<file path="config.mk">
export PLATFORM = sky130hd
export DESIGN_NAME = color_gradient_generator_core
export DESIGN_NICKNAME = d
export VERILOG_FILES = /design/src/hdl/cgg_pkg.sv /design/src/hdl/cgg_lane.sv /design/src/hdl/color_gradient_generator_core.sv
export SDC_FILE = /design/constraint.sdc
export NUM_CORES = 1
export LEC_CHECK = 0
export ABC_AREA = 1
export BUFFER_PORTS_ARGS = -buffer_cell sky130_fd_sc_hd__buf_2
export CAP_MARGIN = 10
export CORE_MARGIN = 4
export CORE_UTILIZATION = 43
export CTS_CLUSTER_DIAMETER = 80
export CTS_CLUSTER_SIZE = 30
export DETAILED_ROUTE_END_ITERATION = 10
export HOLD_SLACK_MARGIN = 0.03
export PLACE_DENSITY = 0.69
export SLEW_MARGIN = 10
export SYNTH_ARGS = -nofsm -noshare
export SYNTH_HDL_FRONTEND = slang
export SYNTH_HIERARCHICAL = 1
export SYNTH_SLANG_ARGS = --single-unit
</file>
<file path="constraint.sdc">
create_clock -name i_clk -period 19.32 [get_ports i_clk]
set_clock_uncertainty 0.2 [all_clocks]
set_input_delay 0.966 -clock i_clk [delete_from_list [all_inputs] [get_ports i_clk]]
set_output_delay 0.966 -clock i_clk [all_outputs]
set_load 0.005 [all_outputs]
</file>
<file path="src/hdl/cgg_pkg.sv">
//------------------------------------------------------------------------------
// cgg_pkg
// Shared item types for the color gradient generator.
//------------------------------------------------------------------------------
`timescale 1ns / 1ps
`default_nettype none

package cgg_pkg;

    // Width of one color channel.
    localparam int unsigned CHAN_W = 8;

    // One request item.
    typedef struct packed {
        logic [7:0] base_red;
        logic [7:0] base_green;
        logic [7:0] base_blue;
        logic [7:0] target_red;
        logic [7:0] target_green;
        logic [7:0] target_blue;
        logic [6:0] color_count;
        logic       mirror;
        logic       use_offset;
        logic [7:0] offset;
    } t_in_item;

    // One gradient entry item.
    typedef struct packed {
        logic [7:0] red;
        logic [7:0] green;
        logic [7:0] blue;
        logic [5:0] position;
        logic       last;
    } t_out_item;

endpackage

`default_nettype wire

</file>
<file path="src/hdl/cgg_lane.sv">
//------------------------------------------------------------------------------
// cgg_lane
// One color channel: serial step divide, then entry value for a ramp index.
//------------------------------------------------------------------------------
`timescale 1ns / 1ps
`default_nettype none

module cgg_lane
    import cgg_pkg::*;
#(
    parameter int unsigned LEN_W = 7
) (
    input  wire logic              i_clk,
    input  wire logic              i_rst_n,
    input  wire logic              i_start,
    input  wire logic [CHAN_W-1:0] i_base,
    input  wire logic [CHAN_W-1:0] i_target,
    input  wire logic [LEN_W-1:0]  i_len,
    input  wire logic [LEN_W-1:0]  i_idx,
    output logic                   o_done,
    output logic [CHAN_W-1:0]      o_color
);

    localparam int unsigned CNT_W = $clog2(CHAN_W);

    logic              r_busy;
    logic [CNT_W-1:0]  r_cnt;
    logic [CHAN_W-1:0] r_base;
    logic [CHAN_W-1:0] r_mag;
    logic [LEN_W-1:0]  r_rem;
    logic [LEN_W-1:0]  r_len;
    logic              r_neg;
    logic              r_done;
    logic [CHAN_W-1:0] r_step;

    logic [CHAN_W:0]     w_diff;
    logic [LEN_W:0]      w_rem_sh;
    logic                w_qbit;
    logic [LEN_W:0]      w_rem_new;
    logic [CHAN_W-1:0]   w_quo;
    logic [CHAN_W+LEN_W-1:0] w_prod;

    // Signed channel difference and its magnitude at the start.
    assign w_diff = {1'b0, i_target} - {1'b0, i_base};

    // One restoring divide step per cycle.
    assign w_rem_sh  = {r_rem, r_mag[CHAN_W-1]};
    assign w_qbit    = (w_rem_sh >= {1'b0, r_len});
    assign w_rem_new = w_qbit ? (w_rem_sh - {1'b0, r_len}) : w_rem_sh;
    assign w_quo     = {r_mag[CHAN_W-2:0], w_qbit};

    always_ff @(posedge i_clk) begin
        if (!i_rst_n) begin
            r_busy <= 1'b0;
            r_done <= 1'b0;
            r_cnt  <= '0;
        end else begin
            if (i_start) begin
                r_busy <= 1'b1;
                r_done <= 1'b0;
                r_cnt  <= '0;
                r_base <= i_base;
                r_len  <= i_len;
                r_neg  <= w_diff[CHAN_W];
                r_mag  <= w_diff[CHAN_W] ? CHAN_W'(-w_diff) : w_diff[CHAN_W-1:0];
                r_rem  <= '0;
            end else if (r_busy) begin
                r_mag <= w_quo;
                r_rem <= w_rem_new[LEN_W-1:0];
                r_cnt <= r_cnt + 1'b1;
                if (r_cnt == CNT_W'(CHAN_W - 1)) begin
                    r_busy <= 1'b0;
                    r_done <= 1'b1;
                    // A zero ramp length has a zero step.
                    if (r_len == '0) begin
                        r_step <= '0;
                    end else begin
                        r_step <= r_neg ? (~w_quo + 1'b1) : w_quo;
                    end
                end else begin
                    r_done <= 1'b0;
                end
            end else begin
                r_done <= 1'b0;
            end
        end
    end

    // Entry value base + step * index, wrapped to the channel width.
    assign w_prod  = {{LEN_W{1'b0}}, r_step} * {{CHAN_W{1'b0}}, i_idx};
    assign o_color = r_base + w_prod[CHAN_W-1:0];
    assign o_done  = r_done;

endmodule

`default_nettype wire

</file>
<file path="src/hdl/color_gradient_generator_core.sv">
//------------------------------------------------------------------------------
// color_gradient_generator_core
// Linear RGB gradient generator with mirror and offset modes.
//------------------------------------------------------------------------------
// A request is taken only while the block is idle. Taking it loads the three
// channel lanes, whose serial step dividers then run side by side, and the block
// then emits its entries one per cycle from the output register as long as the
// receiver does not stall. A plain request with zero count is taken but starts
// no lanes and emits no entries; a mirrored one with zero count emits one.
`timescale 1ns / 1ps
`default_nettype none

module color_gradient_generator_core
    import cgg_pkg::*;
#(
    parameter int unsigned MAX_COLORS = 64
) (
    input  wire logic      i_clk,
    input  wire logic      i_rst_n,
    input  wire logic      i_in_valid,
    output logic           o_in_stall,
    input  wire t_in_item  i_in_item,
    output logic           o_out_valid,
    input  wire logic      i_out_stall,
    output t_out_item      o_out_item
);

    localparam int unsigned LEN_W = $clog2(MAX_COLORS + 1);

    typedef enum logic [1:0] {
        S_IDLE,
        S_DIV,
        S_EMIT
    } t_state;

    t_state           r_state;
    logic [LEN_W-1:0] r_len;
    logic [LEN_W-1:0] r_total;
    logic [LEN_W-1:0] r_k;
    logic             r_out_valid;
    t_out_item        r_out;

    logic             w_accept;
    logic [LEN_W-1:0] w_count;
    logic [LEN_W-1:0] w_len;
    logic [LEN_W-1:0] w_total;
    logic [7:0]       w_tgt_r;
    logic [7:0]       w_tgt_g;
    logic [7:0]       w_tgt_b;
    logic             w_start;
    logic [LEN_W:0]   w_idx_full;
    logic [LEN_W-1:0] w_idx;
    logic [2:0]       w_done;
    logic [7:0]       w_red;
    logic [7:0]       w_green;
    logic [7:0]       w_blue;
    logic             w_load;
    logic             w_last;

    assign o_in_stall = (r_state != S_IDLE);
    assign w_accept   = i_in_valid && (r_state == S_IDLE);

    // Clamp the count, halve it for a mirrored run, and size the run.
    always_comb begin
        if (i_in_item.color_count > 7'(MAX_COLORS)) begin
            w_count = LEN_W'(MAX_COLORS);
        end else begin
            w_count = i_in_item.color_count[LEN_W-1:0];
        end
        w_len = i_in_item.mirror ? (w_count >> 1) : w_count;
        if (!i_in_item.mirror) begin
            w_total = w_len;
        end else if (w_len == '0) begin
            w_total = LEN_W'(1);
        end else begin
            w_total = w_len << 1;
        end
    end

    // Target colors, taken from the base in offset mode.
    assign w_tgt_r = i_in_item.use_offset ? (i_in_item.base_red - i_in_item.offset)
                                          : i_in_item.target_red;
    assign w_tgt_g = i_in_item.use_offset ? (i_in_item.base_green - i_in_item.offset)
                                          : i_in_item.target_green;
    assign w_tgt_b = i_in_item.use_offset ? (i_in_item.base_blue - i_in_item.offset)
                                          : i_in_item.target_blue;

    assign w_start = w_accept && (w_total != '0);

    // Ramp index: up to the length, then back down.
    assign w_idx_full = (r_k <= r_len) ? {1'b0, r_k}
                                       : (({1'b0, r_len} << 1) - {1'b0, r_k});
    assign w_idx      = w_idx_full[LEN_W-1:0];

    // Channel lanes.
    cgg_lane #(.LEN_W(LEN_W)) u_lane_red (
        .i_clk    (i_clk),
        .i_rst_n  (i_rst_n),
        .i_start  (w_start),
        .i_base   (i_in_item.base_red),
        .i_target (w_tgt_r),
        .i_len    (w_len),
        .i_idx    (w_idx),
        .o_done   (w_done[0]),
        .o_color  (w_red)
    );

    cgg_lane #(.LEN_W(LEN_W)) u_lane_green (
        .i_clk    (i_clk),
        .i_rst_n  (i_rst_n),
        .i_start  (w_start),
        .i_base   (i_in_item.base_green),
        .i_target (w_tgt_g),
        .i_len    (w_len),
        .i_idx    (w_idx),
        .o_done   (w_done[1]),
        .o_color  (w_green)
    );

    cgg_lane #(.LEN_W(LEN_W)) u_lane_blue (
        .i_clk    (i_clk),
        .i_rst_n  (i_rst_n),
        .i_start  (w_start),
        .i_base   (i_in_item.base_blue),
        .i_target (w_tgt_b),
        .i_len    (w_len),
        .i_idx    (w_idx),
        .o_done   (w_done[2]),
        .o_color  (w_blue)
    );

    // The output register takes a new entry when it is empty or being drained.
    assign w_load = (r_state == S_EMIT) && (!r_out_valid || !i_out_stall);
    assign w_last = (r_k == r_total - 1'b1);

    // Sequencer and output register.
    always_ff @(posedge i_clk) begin
        if (!i_rst_n) begin
            r_state     <= S_IDLE;
            r_out_valid <= 1'b0;
        end else begin
            if (r_out_valid && !i_out_stall && !w_load) begin
                r_out_valid <= 1'b0;
            end
            case (r_state)
                S_IDLE: begin
                    if (w_start) begin
                        r_len   <= w_len;
                        r_total <= w_total;
                        r_state <= S_DIV;
                    end
                end
                S_DIV: begin
                    if (&w_done) begin
                        r_k     <= '0;
                        r_state <= S_EMIT;
                    end
                end
                S_EMIT: begin
                    if (w_load) begin
                        r_out_valid    <= 1'b1;
                        r_out.red      <= w_red;
                        r_out.green    <= w_green;
                        r_out.blue     <= w_blue;
                        r_out.position <= 6'(r_k);
                        r_out.last     <= w_last;
                        if (w_last) begin
                            r_state <= S_IDLE;
                        end else begin
                            r_k <= r_k + 1'b1;
                        end
                    end
                end
                default: begin
                    r_state <= S_IDLE;
                end
            endcase
        end
    end

    assign o_out_valid = r_out_valid;
    assign o_out_item  = r_out;

endmodule

`default_nettype wire
</file>
## Word level (Yosys, flattened, before mapping)

Cells that the tools add are included.

- $lt $le $gt $ge: 5
- Multiply operators: 3
- Reductions and logical operators: 34
- Shift-type cells: 0
- Bitwise gates (word level): 8
- Add/sub/neg operators: 24
- Equal/unequal tests: 11
- Muxes and demuxes: 50
- Divide/modulo/power cells: 0

Operator list:

| cell | count |
|---|---|
| $mux W8 | 15 |
| $mux W7 | 14 |
| $sub A7 B7 Y7 | 4 |
| $sub A8 B8 Y9 | 3 |
| $add A8 B1 Y8 const B | 3 |
| $add A8 B8 Y8 | 3 |
| $ge A8 B7 Y1 | 3 |
| $mul A8 B7 Y8 | 3 |
| $neg A8 Y8 | 3 |
| $not A8 Y8 | 3 |
| $sub A8 B8 Y8 | 3 |
| $reduce_and A4 Y1 | 4 |
| $mux W1 | 15 |
| $logic_not A7 Y1 | 2 |
| $pmux W7 S2 | 1 |
| $reduce_bool A2 Y1 | 5 |
| $add A3 B1 Y3 const B | 3 |
| $eq A3 B3 Y1 const B | 3 |
| $reduce_and A3 Y1 | 3 |
| $reduce_or A3 Y1 | 3 |
| $mux W2 | 4 |
| $ne A2 B2 Y1 const B | 4 |
| $reduce_and A2 Y1 | 4 |
| $add A7 B1 Y7 const B | 1 |
| 16 further kinds | 26 |

- Register bits after elaboration: 173
- RAM bits: 0
- Latch bits: 0
- Memories kept: 0
- ROM bits: 0

## Longest topological paths before layout

- Depth after elaboration: 10
- Depth in mapped cells: 32

## Cells and area by module

Netlist, hierarchy kept.

Modules (own cells, without submodules):

| module | cells an instance | area an instance (sq um) | instances |
|---|---|---|---|
| cgg_lane (u_lane_blue) | 474 | 3,907.5 | 1 |
| cgg_lane (u_lane_green) | 474 | 3,892.5 | 1 |
| cgg_lane (u_lane_red) | 475 | 3,860.0 | 1 |
| color_gradient_generator_core | 441 | 3,792.4 | 1 |

## Least setup slack after synthesis

OpenSTA, ideal clock, no wires.

- Path kind: register to register
- Start point: register r_k[1]
- End point: register r_out, in the netlist o_out_item[22] (data pin)
- Slack: 13.178 ns
- Stages on the path, launching flop included: 26
- Library setup time: 0.252 ns
- Arrival: 5.690 ns
- Cell sequence: edfxtp_1 ha_1 nand2_1 o21ai_0 nand2_1 o211ai_1 nand2_1 clkbuf_1 o21ai_0 nand2_1 fa_1 fa_1 inv_1 fa_1 inv_1 fa_1 inv_1 ha_1 nand2_1 inv_1 nand4_1 a31o_2 nand2_1 inv_1 nand3_1 nand2_1

- Longest elaborated chain between the ends: 4
- Elaborated cells on any way between the ends: 5
- Those cells by class: add/sub (2); mul (1); order compare (1); mux (1)

Ends and longest elaborated chain:

| item | line | text |
|---|---|---|
| from (decl) | color_gradient_generator_core.sv:39 | `logic [LEN_W-1:0] r_k;` |
| from (signal assigned) | color_gradient_generator_core.sv:170 | `r_k <= r_k + 1'b1;` |
| $sub A7 B7 Y7 or $le A7 B7 Y1 (tied branches) | color_gradient_generator_core.sv:92, color_gradient_generator_core.sv:91 |  |
| $mux W7 (*) | color_gradient_generator_core.sv:91 | `assign w_idx_full = (r_k <= r_len) ? {1'b0, r_k}` |
| named net w_idx_full[1] | color_gradient_generator_core.sv:51 | `logic [LEN_W:0] w_idx_full;` |
| $mul A8 B7 Y8 (*) | cgg_lane.sv:90 | `assign w_prod = {{LEN_W{1'b0}}, r_step} * {{CHAN_W{1'b0}}, i_idx};` |
| $add A8 B8 Y8 (*) | cgg_lane.sv:91 | `assign o_color = r_base + w_prod[CHAN_W-1:0];` |
| named net w_green[7] | color_gradient_generator_core.sv:55 | `logic [7:0] w_green;` |
| to (decl) | color_gradient_generator_core.sv:41 | `t_out_item r_out;` |

The timed path passes the listed nets; every way through them passes the cells marked *.
A chain may end at the register's enable or synchronous reset.

## Final worst setup path

- Start point: register r_k[0]
- End point: register r_out, in the netlist o_out_item[22] (data pin)

The elaborated chain is that of the path after synthesis.

==> flow_summary.ini <==
[outcome]
status = complete, no violations

[placed_design]
gp_congestion = 0.891
dp_slack_ns = 12.95
dp_hpwl_um = 28500
numPortBuffers = 101
place_area_um2 = 16500

[yosys]
synth_nets = 2140
ys_seq_elements = 187
synth-edff-count = 169
syn_area_um2 = 15500
async_reset_ff_share_pct = 0
ys_warn_count = 6
synthFlopType = edfxtp_1
synth_top_area_share_pct = 32.8
netlist_instances = 1864
synthTopCellsByArea = edfxtp_1, ha_1, nand2_1
yosysTopAreaCell = edfxtp_1
yosysUniqueCellTypes = 48
syn_avg_cell_area_um2 = 8.29
ys_seq_area_share_pct = 35.2

[power_and_ir_drop]
power.net_switching_w = 0.000514
intPower_w = 0.000893
clock_power_share_pct = 26.2
seqPwrFrac_pct = 35.5
vdd_drop_max_mv = 0.0521
pwr-share-comb_pct = 38.3
power_w = 0.00141
p_leak_nw = 8.34
power.density_nw_per_um2 = 82.4
switching_share_pct = 36.5

[worst_setup_path]
reg2reg_from = r_k[0]$_SDFFCE_PN0P_
worstSetupStartpointType = flip-flop
required_ns = 19.31
crit_path_max_fanout = 30
path_class = reg2reg
crit_start = r_k[0]$_SDFFCE_PN0P_
cp.arrival_ns = 6.36
worst_setup_path_end_kind = flip-flop

[cells_and_area]
fin_nets = 2243
fin_area_um2 = 17100
syn_to_final_growth_pct = 10.6
drive_gt1_share_pct = 11.7

[global_routing]
grt_antenna_before_repair = 2
grt_pass1_wl_um = 58900
grt_max_degree = 46
grt_pass1_vias = 12100
track_usage_pct = 18.5
grt_overflow = 0

[die]
num_rows = 69
die_h_um = 198
ios = 102
die_area_um2 = 39000
initial_utilization_pct = 43.5
die_w_um = 198
core_area_um2 = 35500

[clock_network]
cts_num_sinks = 187
cts-hold-fix-buffers = 0
ctsResizeCount = 0
cts_made_buffers = 17
clk_latency_ns = 0.44
postCtsSetupBuffers = 0
clk_path_buf_depth = 2
cts_tree = yes
clkTransAtPathRegs_ns = 0.07
h-tree-depth = 4
cts.root.buffer_cell = clkbuf_16

[timing]
finalMaxSlewViolations = 0
fin_setup_tns_ns = 0
tightest_slew_ns = 1.19
min_period_ns = 6.37
grt_setup_unrepaired = false
fmax_ghz = 0.157
timing.slew.headroom_pct = 19.8
hold_viol_final = 0
setup_ws_ns = 12.95
post-route-period-util_pct = 33.0
setup_violations = 0
hold_slack_ns = 0.274

[drt]
drc = 0
wl_um = 36000
drt-pass1-iter-count = 6
wl_per_cell_um = 14.7
num_vias = 12400
routed_via_density = 5.07
antenna_left = 0
first_iter_violations = 820

[min_path]
min_from = u_lane_blue/r_cnt[1]$_SDFFE_PN0P_
hold_class = reg2reg

[flow_run]
drv_cap = 0
[flip-flops by register name, summed over array words and instances, names as in the netlist, 8 cells and up]
signal,count
o_out_item,31
u_lane_blue/r_base,8
u_lane_blue/r_mag,8
u_lane_blue/r_step,8
u_lane_green/r_base,8
u_lane_green/r_mag,8
u_lane_green/r_step,8
u_lane_red/r_base,8
u_lane_red/r_mag,8
u_lane_red/r_step,8
[area by class of cell]
type / count / area, um^2
diodes: 2 / 5.00
clock buffers: 19 / 443
clock inverters: 13 / 178
fillers: 3329 / 18400
inverters: 375 / 1420
multi-input cells: 1278 / 8470
flip-flops and latches: 187 / 5440
well taps: 461 / 577
repair buffers: 108 / 558
[cells in the mapped netlist, types with 12 or more instances]
master	count
nand2_1	443
inv_1	359
edfxtp_1	169
ha_1	143
a21oi_1	96
nor2_1	93
o21ai_0	93
nand3_1	84
fa_1	64
xor2_1	35
xnor2_1	34
nand4_1	31
nand2_2	29
o21ai_1	19
dfxtp_1	18
nand3_2	18
inv_2	13
nand3b_1	12
[placed cells by master, fill, tap and decap left out, types with 4 or more instances in the layout]
cell type	count
nand2_1	443
a31oi_1	6
nor2_1	92
a21oi_1	96
ha_1	143
nand2_2	29
inv_6	4
xnor2_1	34
nand3_1	84
o21a_1	10
o21ai_1	22
nand3_2	18
nand3b_1	12
fa_1	64
a21o_1	5
nand4_1	31
o31ai_1	6
xor2_1	35
a21oi_2	9
edfxtp_1	169
o21ai_2	4
dfxtp_1	18
o21ai_0	90
inv_1	359
buf_2	101
buf_4	7
clkbuf_16	17
inv_2	13
nor3_1	10
nor2_4	4
[worst max-delay path: stages (launching register included)]
cell and delay, ns:
edfxtp_1 0.32, buf_4 0.34, inv_1 0.14, ha_1 0.20, o21ai_0 0.18, nand2_1 0.07
o211ai_1 0.08, nand2_1 0.23, a21oi_1 0.17, o21ai_0 0.11, xor2_1 0.57, nand2_1 0.18
fa_1 0.55, fa_1 0.55, inv_1 0.06, fa_1 0.54, inv_1 0.06, fa_1 0.53
inv_1 0.04, ha_1 0.32, nand2_1 0.06, inv_1 0.07, nand4_1 0.10, a31o_2 0.22
nand2_1 0.08, inv_1 0.04, nand3_1 0.07, nand2_1 0.05
[worst paths after layout]
check	slack, ns	to	cells after the start
worst max-delay path	12.95	o_out_item[22]$_DFFE_PP_	27
worst min-delay path	0.27	u_lane_blue/r_cnt[1]$_SDFFE_PN0P_	2
worst max register to register	12.95	o_out_item[22]$_DFFE_PP_	27
worst min register to register	0.27	u_lane_blue/r_cnt[1]$_SDFFE_PN0P_	2
[stage by stage]
stage	cells	util [%]
after global placement	2409	46.4
final	2443	48.1
after CTS	2441	48.1
after detailed placement	2409	46.4
after floorplan	1864	-
after global routing	2443	48.1
[layer usage]
layer	share of wire, %	vias up	wire length [um]	global-route usage, %
li1	-	6239	-	-
met2	46	296	16600	30.6
met1	48	5817	17200	26.0
met4	1.5	0	548	5.02
met3	4.4	36	1600	2.15
met5	0	-	0	0
[power by group through the flow]
| stage | clock network (W) | registers [W] | logic (W) |
|---|---|---|---|
| final | 0.000369 | 0.000500 | 0.000539 |
| after CTS | 0.000376 | 0.000499 | 0.000539 |
| after global routing | 0.000395 | 0.000502 | 0.000623 |
| after global placement | 0 | 0.000507 | 0.000519 |
| after floorplan | 0 | 0.000503 | 0.000425 |
| after detailed placement | 0 | 0.000508 | 0.000536 |
[cell families after synthesis]
family	after synthesis	synth area share (%)
compound gates	261	9.41
fa+ha+maj	207	19.9
xor+xnor	73	4.33
simple gates	737	21.2
flops	187	35.2
buf+inv	399	10.0
No activity file was read; power rests on OpenSTA's default activity.
